File: config.mk
export PLATFORM = sky130hd
export DESIGN_NAME = mba_fifo
export DESIGN_NICKNAME = d
export VERILOG_FILES = /design/src/multilook_block_average_assert.svh /design/src/mba_pkg.sv /design/src/mba_fifo.sv
export SDC_FILE = /design/constraint.sdc
export NUM_CORES = 1
export LEC_CHECK = 0
export BUFFER_PORTS_ARGS = -buffer_cell sky130_fd_sc_hd__buf_2
export CELL_PAD_IN_SITES_DETAIL_PLACEMENT = 1
export CELL_PAD_IN_SITES_GLOBAL_PLACEMENT = 2
export CORE_MARGIN = 3
export CORE_UTILIZATION = 46
export DETAILED_ROUTE_END_ITERATION = 8
export PLACE_DENSITY = 0.77
export SLEW_MARGIN = 20
export SYNTH_ARGS = -nofsm -noshare
export SYNTH_HDL_FRONTEND = slang
export SYNTH_SLANG_ARGS = --single-unit
File: constraint.sdc
create_clock -name clk -period 5.9 [get_ports clk]
set_clock_uncertainty 0.1 [all_clocks]
set_input_delay 0 -clock clk [delete_from_list [all_inputs] [get_ports clk]]
set_output_delay 0 -clock clk [all_outputs]
set_load 0.1 [all_outputs]
File: src/multilook_block_average_assert.svh
// Assertion macros shared by the multilook block average RTL.
// Expects signals named clk and rst in the scope of each use.
`ifndef MULTILOOK_BLOCK_AVERAGE_ASSERT_SVH
`define MULTILOOK_BLOCK_AVERAGE_ASSERT_SVH

// same-cycle implication
`define MBA_ASSERT_IMPL(label, ante, cons, msg) \
  label: assert property (@(posedge clk) disable iff (rst) (ante) |-> (cons)) \
    else $error(msg);

// next-cycle implication
`define MBA_ASSERT_NEXT(label, ante, cons, msg) \
  label: assert property (@(posedge clk) disable iff (rst) (ante) |=> (cons)) \
    else $error(msg);

`endif

File: src/mba_pkg.sv
// Package for the multilook block average: item types, queue entry, back-end states.
// No dependencies.
package mba_pkg;

  localparam int SAMPLE_BITS     = 16;
  localparam int DEF_MAX_COLUMNS = 4096;
  localparam int DEF_MAX_BANDS   = 8;
  localparam int DEF_MAX_FACTOR  = 16;
  localparam int IDX_LIMIT_W     = 20;
  localparam int QUEUE_DEPTH     = 4;
  localparam int CFG_INDEX_W     = 2;
  localparam int CFG_DATA_W      = 16;

  typedef enum logic [CFG_INDEX_W-1:0] {
    CFG_FACTOR  = 2'd0,
    CFG_COLUMNS = 2'd1,
    CFG_ROWS    = 2'd2,
    CFG_BANDS   = 2'd3
  } cfg_reg_t;

  typedef struct packed {
    logic signed [SAMPLE_BITS-1:0] sample;
    logic                          sample_valid;
  } px_item_t;

  typedef struct packed {
    logic signed [15:0] average;
    logic               has_data;
    logic [15:0]        out_row;
    logic [11:0]        out_column;
    logic [2:0]         band;
    logic               last;
  } res_item_t;

  typedef struct packed {
    logic [IDX_LIMIT_W-1:0]        idx;
    logic signed [SAMPLE_BITS-1:0] sample;
    logic                          sample_valid;
    logic                          emit;
    logic [15:0]                   out_row;
    logic [11:0]                   out_column;
    logic [2:0]                    band;
    logic                          last;
  } queue_entry_t;

  typedef enum logic [2:0] {
    BK_CLEAR,
    BK_IDLE,
    BK_READ,
    BK_DIV,
    BK_OUT
  } back_state_t;

endpackage

File: src/mba_fifo.sv
// Short queue of classified items between the front and back ends.
// Depends on mba_pkg.
module mba_fifo #(
  parameter int DEPTH = 4
) (
  input  logic                  clk,
  input  logic                  rst,
  input  logic                  clear,
  input  logic                  push,
  input  mba_pkg::queue_entry_t push_entry,
  input  logic                  pop,
  output mba_pkg::queue_entry_t head,
  output logic                  full,
  output logic                  empty
);
  import mba_pkg::*;

  localparam int PW = (DEPTH > 1) ? $clog2(DEPTH) : 1;

  queue_entry_t     entries [DEPTH];
  logic [PW-1:0]    wr_ptr;
  logic [PW-1:0]    rd_ptr;
  logic [PW:0]      count;

  assign full  = (count == (PW+1)'(DEPTH));
  assign empty = (count == '0);
  assign head  = entries[rd_ptr];

  always_ff @(posedge clk) begin
    if (push) begin
      entries[wr_ptr] <= push_entry;
    end
  end

  always_ff @(posedge clk) begin
    if (rst || clear) begin
      wr_ptr <= '0;
      rd_ptr <= '0;
      count  <= '0;
    end else begin
      if (push) begin
        wr_ptr <= (wr_ptr == PW'(DEPTH - 1)) ? '0 : wr_ptr + 1'b1;
      end
      if (pop) begin
        rd_ptr <= (rd_ptr == PW'(DEPTH - 1)) ? '0 : rd_ptr + 1'b1;
      end
      if (push && !pop) begin
        count <= count + 1'b1;
      end else if (pop && !push) begin
        count <= count - 1'b1;
      end
    end
  end

endmodule

Yosys cells after proc, flatten, opt, wreduce, memory -nomap -nowiden:

Memories as Yosys holds them, arrays and structs flattened. A register that Yosys moved wholly into a read port is not among the register bits.
Index checks and enable logic that the tools add are counted.
Widths: inputs -> output; s select.

* bits in registers: 7
* bits in latches: 0
* RAM bits: 280
* ROM bits: 0
* bits of input ports: 75
* output and inout bits: 72
* logic and storage cells: 26
* memories kept: 1

Memories
* entries: words 4, bits a word 70, read ports 1, clocked after Yosys merged registers in 1, wr ports 1, RTL line mba_fifo.sv:20 `queue_entry_t entries [DEPTH];`

* add/subtract/negate cells: 4
* $mul: 0
* div/mod/pow operators: 0
* order comparisons: 0
* eq/ne operators: 3
* shift-type cells: 0
* multiplexer cells: 8
* bitwise operators: 0
* reduce and logical (&&, ||, !) cells: 7

Operators by type and width (count)
* $mux 2: 4
* $mux 3: 2
* $add 2x1->2 const B: 2
* $eq 2x2->1 const B: 2
* $add 3x1->3 const B: 1
* $eq 3x3->1 const B: 1
* $logic_not 3->1: 1
* $sub 3x1->3 const B: 1
* $logic_and 1x1->1: 2
* $logic_not 1->1: 2
* $mux 1: 2
* $reduce_bool 2->1: 1
* $logic_or 1x1->1: 1

Logic depth before layout (Yosys ltp):

* depth in word-level cells: 4
* depth in mapped cells: 7
* depth with buffers taken out: 7

Worst setup path before layout:

Ideal clock, no wire load.

* path type: reg2reg
* start: reg wr_ptr[0]
* end: mem entries[3][0] (netlist bit), enable pin
* library setup time: 0.435 ns
* arrival time: 2.188 ns
* data required time: 5.365 ns
* slack: 3.177 ns
* cell stages (with the launch flop): 3
* path buffers: 0
* period minus slack after synthesis: 2.723 ns
* cells stage by stage: dfxtp_1 -> ha_1 -> and2_1

RTL lines
* start, declared: RTL line mba_fifo.sv:21 `logic [PW-1:0] wr_ptr;`
* start signal, assigned: RTL line mba_fifo.sv:42 `wr_ptr <= (wr_ptr == PW'(DEPTH - 1)) ? '0 : wr_ptr + 1'b1;`
* end, declared: RTL line mba_fifo.sv:20

Straight into the memory's write port.

==> flow_summary.toml <==
[grt]
track_usage_pct = 17.6
grt_max_degree = 71
grt_pass1_wl_um = 33200
grt_pass1_vias = 5781
antenna_found_initial = 0
overflow = 0

[outcome]
status = "finished, final reports clean"

[pwr]
p_seq_share_pct = 48.9
clkPwrFrac_pct = 39.3
power_frac_comb_pct = 11.9
p_switching_uw = 1190
leakage_uw = 0.00460
swShare_pct = 24.9
power_density_nw_per_um2 = 353
p_int_uw = 3570
peakVddDrop_uv = 199

[place]
dp_hpwl_um = 12300
portBuffers = 146
dp_cells = 828
routabilityCongestion = 0.701

[logic_synthesis]
seq_area_frac_synth_pct = 80.8
synth_edf_count = 280
synth_common_cells = "edfxtp_1 (280), mux4_2 (70), dfxtp_1 (9)"
synth-seq-cells = 289
yosysMostFrequentCell = "edfxtp_1"
netlist_instances = 412
yosysTopAreaCellShare_pct = 79.1
synth_nets = 494
ys_async_sr_fraction_pct = 0
synth_flop_cell = "edfxtp_1"
syn_area_per_cell_um2 = 25.8
synthTopCellsByArea = "edfxtp_1 (79%), mux4_2 (15%), dfxtp_1 (1.7%)"
synth.distinct_cells = 21
yosys.area.top_type = "edfxtp_1"
ys_warn_count = 0
netlist_area_um2 = 10600

[final_layout]
layout-drive-gt1-share_pct = 40.7
area_growth_syn_to_layout_pct = 26.7
utilization_pct = 60.6
instances_no_fill = 961
diodes = 0
nNetsFinal = 739

[die]
pin_count = 147
fp.dieH_um = 158
core_um2 = 22200
initial_utilization_pct = 47.8
die_w_um = 158
die_area_um2 = 25000
row_count = 54

[setup_path]
crit_type = "flop to primary output"
arrival_ns = 2.92
start_kind = "flop"
worstSetupEndpointType = "primary output"
cp_top_family = "buffers and inverters"
max_stage_delay_ns = 0.71
critPathSlowestCell = "dfxtp_4"
crit_required_ns = 5.80
path_buf_inv = 3
crit_chain = "buf_12 -> buf_4 -> mux4_2 -> buf_2"
crit_fanout = 26

[sta]
rsz0062_at_grt = "no"
finalSetupViolations = 0
period_share_pct = 51.2
fmax_mhz = 331
period_minus_slack_ns = 3.02
tightest_slew_ns = 0.615
drv_slew = 0
setup_tns_ns = 0
max_slew_margin_pct = 59.0
final-hold-violation-count = 0

[clock_tree]
root_buffer = "clkbuf_16"
cts_sinks = 289
insertion_delay_ns = 0.52
cts_buffers = 30
cts_tree = "built"
path_clk_slew_ns = 0.06
h-tree-depth = 1
cts.path.max_buffers = 3

[min_path]
worstHoldPathType = "input pin to flop"

[routing]
antenna_left = 0
via_per_inst = 5.28
dr.pass1.iters = 4
drt_first_iter_violations = 307
drc_errors = 0
avgRoutedWirePerCell_um = 22.4
detailroute.via_count = 5071
drt_wl_total_um = 21500

[flow_run]
maxCapViolations = 0
-- cells by family after synthesis --
group / after synthesis / share of synthesized area [%]
simple gates: 16 / 0.789
mux: 74 / 15.2
flops: 289 / 80.8
xor+xnor: 2 / 0.165
compound gates: 3 / 0.141
fa+ha+maj: 7 / 0.895
buf+inv: 21 / 1.97
-- layout by cell type, fill, tap and decap left out, types with 6 or more instances in the layout --
cell type	Yosys	final
ha_1	6	6
dfxtp_1	9	7
dlygate4sd3_1	0	75
mux4_2	70	70
nor2_1	7	7
buf_2	7	146
buf_12	7	6
clkbuf_16	0	31
clkinv_2	0	6
edfxtp_1	280	280
clkinv_1	0	11
-- stage by stage --
step / setup WS [ns] / hold slack (ns) / area [um^2] / total power (uW)
after floorplan: 3.18 / -0.00113 / 10600 / 2780
after global placement: 3.16 / 0.109 / 11500 / 2880
after detailed placement: 3.15 / 0.117 / 11700 / 2900
after CTS: 2.61 / 0.0852 / 13400 / 4810
after global routing: 2.61 / 0.105 / 13500 / 4930
final: 2.88 / 0.106 / 13500 / 4760
-- power groups by stage --
stage / Clock [uW] / Sequential, uW / Combinational, uW
global placement: 0 / 2370 / 504
CTS: 1920 / 2330 / 562
floorplan: 0 / 2360 / 424
global route: 2010 / 2330 / 589
finish: 1870 / 2330 / 564
detailed placement: 0 / 2380 / 519
-- flip-flops by register name, summed over array words and instances, names as in the netlist, named ones only --
signal / cells
count: 3
entries: 280
rd_ptr: 2
wr_ptr: 2
-- worst paths after layout --
check	start	to	slack, ns	cells past startpoint
hold / removal	push_entry[24]	entries[3][24]	0.11	2
hold reg to reg	rd_ptr[1]	flop	0.44	2
setup / recovery	flop	head[35]	2.88	4
setup reg to reg	count[0]	count[2]	3.74	5
-- layout make-up --
| class | count | area [um^2] |
|---|---|---|
| flip-flops and latches | 289 | 8600 |
| well taps | 280 | 350 |
| fillers | 1861 | 8770 |
| clock inverters | 25 | 221 |
| repair buffers | 230 | 1660 |
| inverters | 4 | 15.0 |
| multi-input cells | 102 | 1840 |
| clock buffers | 31 | 776 |
-- metal layers --
layer	part of all wire [%]	track usage, %	vias to the layer above
met5	0	0	-
met4	1.1	3.69	0
met3	5.3	3.01	20
met2	52	31.3	144
met1	41	23.1	2652
li1	-	-	2255
-- timing repair --
action,in CTS,in global routing
setup buffers,0,0
hold buffers,75,0
hold endpoints to repair,292,0
gates resized for setup,0,0
No activity file was read; power rests on OpenSTA's default activity.
