### src/multilook_block_average_assert.svh
// Assertion macros shared by the multilook block average RTL.
// Expects signals named clk and rst in the scope of each use.
`ifndef MULTILOOK_BLOCK_AVERAGE_ASSERT_SVH
`define MULTILOOK_BLOCK_AVERAGE_ASSERT_SVH

// same-cycle implication
`define MBA_ASSERT_IMPL(label, ante, cons, msg) \
  label: assert property (@(posedge clk) disable iff (rst) (ante) |-> (cons)) \
    else $error(msg);

// next-cycle implication
`define MBA_ASSERT_NEXT(label, ante, cons, msg) \
  label: assert property (@(posedge clk) disable iff (rst) (ante) |=> (cons)) \
    else $error(msg);

`endif

### src/mba_pkg.sv
// Package for the multilook block average: item types, queue entry, back-end states.
// No dependencies.
package mba_pkg;

  localparam int SAMPLE_BITS     = 16;
  localparam int DEF_MAX_COLUMNS = 4096;
  localparam int DEF_MAX_BANDS   = 8;
  localparam int DEF_MAX_FACTOR  = 16;
  localparam int IDX_LIMIT_W     = 20;
  localparam int QUEUE_DEPTH     = 4;
  localparam int CFG_INDEX_W     = 2;
  localparam int CFG_DATA_W      = 16;

  typedef enum logic [CFG_INDEX_W-1:0] {
    CFG_FACTOR  = 2'd0,
    CFG_COLUMNS = 2'd1,
    CFG_ROWS    = 2'd2,
    CFG_BANDS   = 2'd3
  } cfg_reg_t;

  typedef struct packed {
    logic signed [SAMPLE_BITS-1:0] sample;
    logic                          sample_valid;
  } px_item_t;

  typedef struct packed {
    logic signed [15:0] average;
    logic               has_data;
    logic [15:0]        out_row;
    logic [11:0]        out_column;
    logic [2:0]         band;
    logic               last;
  } res_item_t;

  typedef struct packed {
    logic [IDX_LIMIT_W-1:0]        idx;
    logic signed [SAMPLE_BITS-1:0] sample;
    logic                          sample_valid;
    logic                          emit;
    logic [15:0]                   out_row;
    logic [11:0]                   out_column;
    logic [2:0]                    band;
    logic                          last;
  } queue_entry_t;

  typedef enum logic [2:0] {
    BK_CLEAR,
    BK_IDLE,
    BK_READ,
    BK_DIV,
    BK_OUT
  } back_state_t;

endpackage

### src/mba_front.sv
// Front end: configuration registers, raster position tracking and item classification.
// Depends on mba_pkg.
module mba_front #(
  parameter int MAX_COLUMNS = mba_pkg::DEF_MAX_COLUMNS,
  parameter int MAX_BANDS   = mba_pkg::DEF_MAX_BANDS,
  parameter int MAX_FACTOR  = mba_pkg::DEF_MAX_FACTOR
) (
  input  logic                               clk,
  input  logic                               rst,
  input  logic                               px_valid,
  output logic                               px_stall,
  input  mba_pkg::px_item_t                  px_item,
  input  logic                               cfg_valid,
  output logic                               cfg_ready,
  input  logic [mba_pkg::CFG_INDEX_W-1:0]    cfg_index,
  input  logic [mba_pkg::CFG_DATA_W-1:0]     cfg_data,
  output logic                               cfg_write,
  input  logic                               clearing,
  input  logic                               q_full,
  output logic                               q_push,
  output mba_pkg::queue_entry_t              q_entry
);
  import mba_pkg::*;

  localparam int FACT_W = $clog2(MAX_FACTOR + 1);
  localparam int FMOD_W = $clog2(MAX_FACTOR);
  localparam int COL_W  = $clog2(MAX_COLUMNS + 1);
  localparam int CPOS_W = $clog2(MAX_COLUMNS);
  localparam int BAND_W = (MAX_BANDS > 1) ? $clog2(MAX_BANDS) : 1;
  localparam int BCNT_W = $clog2(MAX_BANDS + 1);
  localparam int IDX_W  = $clog2(MAX_COLUMNS * MAX_BANDS);
  localparam int CCMP_W = COL_W + 2;
  localparam int RCMP_W = 18;

  logic [4:0]  factor_reg;
  logic [12:0] columns_reg;
  logic [15:0] rows_reg;
  logic [3:0]  bands_reg;

  logic [FACT_W-1:0] f_eff;
  logic [COL_W-1:0]  cols_eff;
  logic [15:0]       rows_eff;
  logic [BCNT_W-1:0] bands_eff;

  logic [BAND_W-1:0] band_pos, band_pos_next;
  logic [CPOS_W-1:0] col_pos, col_pos_next;
  logic [FMOD_W-1:0] cmod, cmod_next;
  logic [CPOS_W-1:0] cbase, cbase_next;
  logic [CPOS_W-1:0] ocol, ocol_next;
  logic [15:0]       row_pos, row_pos_next;
  logic [FMOD_W-1:0] rmod, rmod_next;
  logic [15:0]       rbase, rbase_next;
  logic [15:0]       orow, orow_next;

  logic accept, band_last, col_last, row_last, cmod_last, rmod_last;
  logic whole_c, whole_r, last_c, last_r;
  logic [IDX_W-1:0] idx;

  assign cfg_ready = 1'b1;
  assign cfg_write = cfg_valid && cfg_ready;
  assign px_stall  = q_full || clearing;
  assign accept    = px_valid && !px_stall;

  always_ff @(posedge clk) begin
    if (rst) begin
      factor_reg  <= 5'd1;
      columns_reg <= 13'd4096;
      rows_reg    <= 16'd65535;
      bands_reg   <= 4'd1;
    end else if (cfg_write) begin
      case (cfg_reg_t'(cfg_index))
        CFG_FACTOR:  factor_reg  <= cfg_data[4:0];
        CFG_COLUMNS: columns_reg <= cfg_data[12:0];
        CFG_ROWS:    rows_reg    <= cfg_data[15:0];
        CFG_BANDS:   bands_reg   <= cfg_data[3:0];
        default:     factor_reg  <= factor_reg;
      endcase
    end
  end

  // out-of-range register values act as the nearest legal value
  always_comb begin
    if (factor_reg == '0) begin
      f_eff = FACT_W'(1);
    end else if (32'(factor_reg) > MAX_FACTOR) begin
      f_eff = FACT_W'(MAX_FACTOR);
    end else begin
      f_eff = FACT_W'(factor_reg);
    end
    if (columns_reg == '0) begin
      cols_eff = COL_W'(1);
    end else if (32'(columns_reg) > MAX_COLUMNS) begin
      cols_eff = COL_W'(MAX_COLUMNS);
    end else begin
      cols_eff = COL_W'(columns_reg);
    end
    rows_eff = (rows_reg == '0) ? 16'd1 : rows_reg;
    if (bands_reg == '0) begin
      bands_eff = BCNT_W'(1);
    end else if (32'(bands_reg) > MAX_BANDS) begin
      bands_eff = BCNT_W'(MAX_BANDS);
    end else begin
      bands_eff = BCNT_W'(bands_reg);
    end
  end

  assign band_last = band_pos == BAND_W'(bands_eff - BCNT_W'(1));
  assign col_last  = col_pos == CPOS_W'(cols_eff - COL_W'(1));
  assign row_last  = row_pos == rows_eff - 16'd1;
  assign cmod_last = cmod == FMOD_W'(f_eff - FACT_W'(1));
  assign rmod_last = rmod == FMOD_W'(f_eff - FACT_W'(1));

  // block is whole if it ends inside the image; last whole one if the next would not
  assign whole_c = (CCMP_W'(cbase) + CCMP_W'(f_eff)) <= CCMP_W'(cols_eff);
  assign last_c  = (CCMP_W'(cbase) + CCMP_W'(f_eff) + CCMP_W'(f_eff)) > CCMP_W'(cols_eff);
  assign whole_r = (RCMP_W'(rbase) + RCMP_W'(f_eff)) <= RCMP_W'(rows_eff);
  assign last_r  = (RCMP_W'(rbase) + RCMP_W'(f_eff) + RCMP_W'(f_eff)) > RCMP_W'(rows_eff);

  assign idx = IDX_W'(ocol) * IDX_W'(MAX_BANDS) + IDX_W'(band_pos);

  assign q_push = accept && whole_c && whole_r;

  always_comb begin
    q_entry              = '0;
    q_entry.idx          = IDX_LIMIT_W'(idx);
    q_entry.sample       = px_item.sample;
    q_entry.sample_valid = px_item.sample_valid;
    q_entry.emit         = cmod_last && rmod_last;
    q_entry.out_row      = orow;
    q_entry.out_column   = 12'(ocol);
    q_entry.band         = 3'(band_pos);
    q_entry.last         = last_r && last_c && band_last;
  end

  always_comb begin
    band_pos_next = band_pos;
    col_pos_next  = col_pos;
    cmod_next     = cmod;
    cbase_next    = cbase;
    ocol_next     = ocol;
    row_pos_next  = row_pos;
    rmod_next     = rmod;
    rbase_next    = rbase;
    orow_next     = orow;
    if (accept) begin
      if (!band_last) begin
        band_pos_next = band_pos + 1'b1;
      end else begin
        band_pos_next = '0;
        if (!col_last) begin
          col_pos_next = col_pos + 1'b1;
          if (cmod_last) begin
            cmod_next  = '0;
            cbase_next = cbase + CPOS_W'(f_eff);
            ocol_next  = ocol + 1'b1;
          end else begin
            cmod_next = cmod + 1'b1;
          end
        end else begin
          col_pos_next = '0;
          cmod_next    = '0;
          cbase_next   = '0;
          ocol_next    = '0;
          if (!row_last) begin
            row_pos_next = row_pos + 1'b1;
            if (rmod_last) begin
              rmod_next  = '0;
              rbase_next = rbase + 16'(f_eff);
              orow_next  = orow + 1'b1;
            end else begin
              rmod_next = rmod + 1'b1;
            end
          end else begin
            row_pos_next = '0;
            rmod_next    = '0;
            rbase_next   = '0;
            orow_next    = '0;
          end
        end
      end
    end
  end

  always_ff @(posedge clk) begin
    if (rst || cfg_write) begin
      band_pos <= '0;
      col_pos  <= '0;
      cmod     <= '0;
      cbase    <= '0;
      ocol     <= '0;
      row_pos  <= '0;
      rmod     <= '0;
      rbase    <= '0;
      orow     <= '0;
    end else begin
      band_pos <= band_pos_next;
      col_pos  <= col_pos_next;
      cmod     <= cmod_next;
      cbase    <= cbase_next;
      ocol     <= ocol_next;
      row_pos  <= row_pos_next;
      rmod     <= rmod_next;
      rbase    <= rbase_next;
      orow     <= orow_next;
    end
  end

endmodule

### config.mk
export PLATFORM = sky130hd
export DESIGN_NAME = mba_front
export DESIGN_NICKNAME = d
export VERILOG_FILES = /design/src/multilook_block_average_assert.svh /design/src/mba_pkg.sv /design/src/mba_front.sv
export SDC_FILE = /design/constraint.sdc
export NUM_CORES = 1
export LEC_CHECK = 0
export BUFFER_PORTS_ARGS = -buffer_cell sky130_fd_sc_hd__buf_4
export CORE_MARGIN = 8
export CORE_UTILIZATION = 40
export CTS_CLUSTER_SIZE = 8
export DETAILED_ROUTE_END_ITERATION = 7
export GPL_TIMING_DRIVEN = 0
export PLACE_DENSITY = 0.62
export SYNTH_ARGS = -nofsm -noshare
export SYNTH_HDL_FRONTEND = slang
export SYNTH_SLANG_ARGS = --single-unit
export TNS_END_PERCENT = 50
### constraint.sdc
create_clock -name clk -period 6.3 [get_ports clk]
set_clock_uncertainty 0.15 [all_clocks]
set_input_delay 1.26 -clock clk [delete_from_list [all_inputs] [get_ports clk]]
set_output_delay 1.26 -clock clk [all_outputs]
set_load 0.05 [all_outputs]
Word-level counts from Yosys, hierarchy flattened
Cells that the tools add are included.
{"block": "op_classes", "addsub": 18, "n_eq_ne": 8, "n_lt_le_gt_ge": 7, "n_mux": 22, "reduce_logical": 24}
{"cell": "two-way mux 16 bit", "n": 6}
{"cell": "two-way mux 12 bit", "n": 5}
{"cell": "adder 16 x 1 -> 16 bit (second input constant)", "n": 2}
{"cell": "two-way mux 13 bit", "n": 2}
{"cell": "adder 12 x 1 -> 12 bit (second input constant)", "n": 2}
{"cell": "adder 17 x 5 -> 18 bit", "n": 1}
{"cell": "> comparator 18 x 16 -> 1 bit", "n": 1}
{"cell": "<= comparator 18 x 16 -> 1 bit", "n": 1}
{"cell": "adder 16 x 5 -> 17 bit", "n": 1}
{"cell": "adder 16 x 5 -> 16 bit", "n": 1}
{"cell": "== test 16 bit", "n": 1}
{"cell": "logical NOT 16 bit", "n": 1}
{"cell": "two-way mux 4 bit", "n": 4}
{"cell": "subtractor 16 x 1 -> 16 bit (second input constant)", "n": 1}
{"cell": "adder 15 x 3 -> 15 bit", "n": 1}
{"cell": "adder 13 x 5 -> 14 bit", "n": 1}
{"cell": "> comparator 14 x 13 -> 1 bit", "n": 1}
{"cell": "adder 12 x 5 -> 13 bit", "n": 1}
{"cell": "> comparator 13 bit (second input constant)", "n": 1}
{"cell": "<= comparator 13 bit", "n": 1}
{"cell": "logical NOT 13 bit", "n": 1}
{"cell": "adder 12 x 5 -> 12 bit", "n": 1}
{"cell": "== test 12 bit", "n": 1}
{"cell": "subtractor 12 x 1 -> 12 bit (second input constant)", "n": 1}
{"cell": "other kinds (22)", "n": 40}
{"block": "totals", "wordCells": 92, "inputBits": 41, "reg_bits": 133}

Logic depth before layout (Yosys ltp)
{"block": "depth", "depth_word": 8, "mapped_depth": 26}

Least setup slack after synthesis
No wires, ideal clock.
{"block": "synth_timing", "path_kind": "register to output", "start": "register factor_reg[2]", "end": "output q_entry[0] (netlist name)", "path_stages_with_launch": 24, "slack_ps": 70, "t_arrival_ps": 4820, "path_buffers": 0, "cell_sequence": "dfxtp_1 > nor3_1 > nor2_1 > nor2_1 > ha_1 > fa_1 > nand3_1 > a21boi_0 > nor2_1 > ha_1 > inv_1 > o21bai_1 > and4b_1 > nand3_1 > nor3b_1 > nand3_1 > xnor2_1 > ha_1 > nand4_1 > nor2_1 > o21ai_0 > o21ai_0 > a32oi_1 > a21oi_1"}
{"item": "start, declared", "line_no": "mba_front.sv:35", "source": "logic [4:0] factor_reg;"}
{"item": "start signal, assigned", "line_no": "mba_front.sv:72", "source": "CFG_FACTOR: factor_reg <= cfg_data[4:0];"}
{"item": "start signal, assigned", "line_no": "mba_front.sv:76", "source": "default: factor_reg <= factor_reg;"}
{"item": "end, declared", "line_no": "mba_front.sv:21", "source": "output mba_pkg::queue_entry_t q_entry"}

==> results.txt <==
----------------------------------------------------
[Setup path]
  CP Data Required Time ... around 5 ns
  Buffers and inverters on the worst path ... 2
  CP max FO ... 4
  Cell type of the slowest stage on the worst timing path ... sky130_fd_sc_hd__or4_4
  Worst reg2reg startpoint ... columns_reg[12]
  Family with the most delay on the worst path ... compound AO/OA/AOI/OAI gates
  Sequence of cells on the critical path ... nor3_4, nor2_2, nor2_4, buf_4, ha_4, fa_2, ha_1, a21o_1, a21oi_2, o21bai_1, a21oi_2, xnor2_1, ha_1, nand4_1, o221ai_1, a21oi_1, o21ai_1, a21o_1, a211oi_2, or4_4, a21oi_4, buf_6
  Crit path from ... factor_reg[2]
  Class of the most critical setup path ... flop to output port
  Startpoint type of the worst setup path ... flop
  Element type at the critical path end ... output port
  Arr. time, crit path ... around 5 ns
  Delay contributed by the slowest stage of the critical path ... between 0.5 and 0.6 ns

[Synthesis]
  Register bit count reported by yosys ... approximately 130
  Yosys top cell area share ... 0.257
  Cells taking the most area after synthesis ... sky130_fd_sc_hd__dfxtp_1 (26%), sky130_fd_sc_hd__ha_1 (11%), sky130_fd_sc_hd__xnor2_1 (5.7%), sky130_fd_sc_hd__nand2_1 (4.7%), sky130_fd_sc_hd__a21oi_1 (4.4%)
  Mapped Area ... 10,300 um^2
  Number of cells produced by synthesis ... 1,298
  Async set-reset flop share out of synthesis ... 0
  Biggest area consumer among synthesized cells ... sky130_fd_sc_hd__dfxtp_1
  Dominant cell by count in the synthesized netlist ... sky130_fd_sc_hd__dfxtp_1
  Top FF cell, synth ... sky130_fd_sc_hd__dfxtp_1
  Warnings, synthesis ... 0
  EDFF count, synth ... 0
  Cell types with the highest counts after synthesis ... sky130_fd_sc_hd__dfxtp_1 (133), sky130_fd_sc_hd__nand2_1 (130), sky130_fd_sc_hd__a21oi_1 (91)
  Number of distinct library cell variants in the gate-level netlist after synthesis ... 83
  Fraction of the yosys area taken by sequential cells ... 0.257
  Average cell area after synthesis ... about 8 um^2

[Finish]
  Fill count ... roughly 2,500
  Synth-to-Final Area Change ... 22.4%
  Total Nets Final ... ~1,600
  Final Instance Area ... roughly 13,000 um^2
  Final antenna diode count ... 0
  Fraction of final layout cells with drive strength greater than 1 ... 0.206

[STA]
  Final hold vios ... 0
  Setup slack of the critical path after layout ... -0.0743 ns
  Total Negative Setup Slacks ... -0.0743 ns
  Max-slew violation total from the final report ... 0
  Number of setup violations in the final report ... 1
  Setup repair after global routing missed its margin ... true
  Slew of the pin with the lowest slew margin ... ~1.1 ns
  Worst slew slack as a fraction of its limit ... 0.278
  Period Utilization, post-route ... 1.01
  Clock period minus final worst setup slack ... around 6.4 ns
  Highest clock frequency the design can meet ... approximately 160 MHz

[Pwr]
  Switching share of power ... 0.284
  Power share of the sequential group ... 0.382
  Design Power ... between 2000 and 2500 uW
  Leakage power total ... around 0.0055 uW
  Combinational cell fraction of total power ... 0.156
  Power per cell area ... roughly 180 nW/um^2
  IR Drop Worst-Case VDD ... 0.000134 V
  Net switching power ... ~650 uW
  Clock Power Share ... 0.462
  Internal power ... between 1500 and 2000 uW

[Global routing]
  Vias in the first global route ... ~9,500
  Largest net degree at the start of global routing ... 17
  Gr usage total ... 0.198
  Most crowded layer after global routing ... met2
  Global route total overflow ... 0
  Met3 global-route usage ... 0.0303
  Fraction of met2 tracks used by global routing ... 0.332
  Initial antenna violation count ... 0
  Wire length of the first global-routing pass ... approximately 50 mm
  Met1 usage in global routing ... 0.256

[Detailed routing]
  Drt pass-1 iters ... 6
  Wire per inst ... around 18 um
  Routed Antenna Nets ... 0
  Total wire length after detailed routing ... around 32 mm
  DRC marker count from the first detailed-route iteration ... ~660
  Total number of vias ... 9,946
  Residual DRC count ... 0
  Post-detailed-route via-to-cell ratio ... roughly 5.5

[Outcome]
  Violations in the final reports ... setup timing
  Outcome ... finished with violations

[Hold path]
  Worst min path class ... flop to flop
  Hold Crit Start ... bands_reg[0]

[Place]
  Detailed placement HPWL ... 23.9 mm
  Post-Place Cell Area ... 11,500 um^2
  Routability-driven placement congestion ratio ... about 0.94
  Buffers added on ports ... 91

[CTS]
  CTS sink count ... 133
  CTS tree ... yes
  Later-pin clock latency in the skew report ... 0.42 ns
  Maximum number of buffers from clock root to sink ... 2
  H-tree levels ... 4
  Cell at the root of the clock tree ... sky130_fd_sc_hd__clkbuf_16
  Clock-pin transition on the worst setup and hold timing paths ... roughly 0.06 ns
  Num CTS Buffers ... 17

[Die]
  Starting Density ... 0.403
  Total Die Area ... ~31,000 um^2
  Number of ports placed on the die boundary ... around 120
  Die Height ... 177 um
  Floorplan die width ... 177 um
  Row Count ... 59
  Core Area ... around 26,000 um^2

[Job]
  MaxCap Viol Count ... 0

----------------------------------------------------
-- through the flow --
stage | setup WS (ns) | hold WS (ns) | cells | util
global route | -0.344 | 0.346 | 1793 | 0.493
detailed placement | -0.558 | 0.302 | 1729 | 0.446
CTS | -0.0103 | 0.318 | 1785 | 0.487
finish | -0.0743 | 0.314 | 1793 | 0.493
global placement | -0.460 | 0.298 | 1728 | 0.446
floorplan | 0.0704 | 0.279 | 1302 | -
-- cells in the final DEF (no fill, tap or decap), types with 9 or more instances in the layout --
cell                        instances
sky130_fd_sc_hd__and3_1            17
sky130_fd_sc_hd__dfxtp_1          129
sky130_fd_sc_hd__nor3b_1           11
sky130_fd_sc_hd__nor2_1            83
sky130_fd_sc_hd__mux2i_1           12
sky130_fd_sc_hd__o21ai_0           45
sky130_fd_sc_hd__or3_1             28
sky130_fd_sc_hd__ha_1              87
sky130_fd_sc_hd__nand2b_1          18
sky130_fd_sc_hd__buf_2             12
sky130_fd_sc_hd__a21oi_1           80
sky130_fd_sc_hd__or4_1              9
sky130_fd_sc_hd__nor2b_1           17
sky130_fd_sc_hd__nor4_1            13
sky130_fd_sc_hd__a21o_1            19
sky130_fd_sc_hd__nand2_1          127
sky130_fd_sc_hd__and2_1            13
sky130_fd_sc_hd__nand3_1           43
sky130_fd_sc_hd__xnor2_1           63
sky130_fd_sc_hd__nor3_1            21
sky130_fd_sc_hd__clkbuf_1          34
sky130_fd_sc_hd__a21oi_2            9
sky130_fd_sc_hd__clkbuf_16         17
sky130_fd_sc_hd__inv_1             66
sky130_fd_sc_hd__nand4_1           32
sky130_fd_sc_hd__buf_4            164
sky130_fd_sc_hd__a22o_1            20
sky130_fd_sc_hd__xor2_1            36
sky130_fd_sc_hd__nand3b_1          24
-- metal layers --
| metal | vias up | wire length [um] |
|---|---|---|
| met2 | 298 | 15000 |
| met3 | 35 | 1770 |
| li1 | 4896 | - |
| met1 | 4717 | 14400 |
| met4 | 0 | 561 |
| met5 | - | 0 |
-- path summary, 6_finish.rpt --
path                  end  slack, ns  depth (start not counted)
min          bands_reg[0]       0.31                          1
max            q_entry[0]      -0.07                         22
max reg2reg   row_pos[13]       0.78                         18
min reg2reg  bands_reg[0]       0.31                          1
-- what timing repair did --
action	4_1_cts	5_1_grt
resized for setup	61	18
buffers inserted	25	8
hold buffers	0	0
endpoints found under the setup margin	2	2
hold endpoints to repair	0	0
pin swaps	31	32
-- power by group through the flow --
stage	Sequential, uW	Combinational (uW)	Clock [uW]
floorplan	881	234	0
global placement	885	327	0
detailed placement	886	331	0
finish	866	355	1050
CTS	866	346	1070
global route	868	384	1110
-- layout make-up --
class / count / area, um^2 / area share
inverters: 69 / 263 / 0.0208
multi-input cells: 1006 / 7190 / 0.568
flip-flops and latches: 133 / 2680 / 0.211
well taps: 335 / 419 / 0.0331
plain buffers: 94 / 547 / 0.0432
repair buffers: 125 / 952 / 0.0752
clock inverters: 13 / 170 / 0.0134
clock buffers: 18 / 439 / 0.0347
-- logic make-up after synthesis --
group                      synth area share
other                              0.000726
AOI/OAI and AO/OA                     0.171
muxes                                0.0116
buffers and inverters                0.0779
xor gates and xnor gates             0.0906
adders and majority gates             0.117
DFF                                   0.257
and+or+nand+nor                       0.274
(Power assumes the default switching activity.)
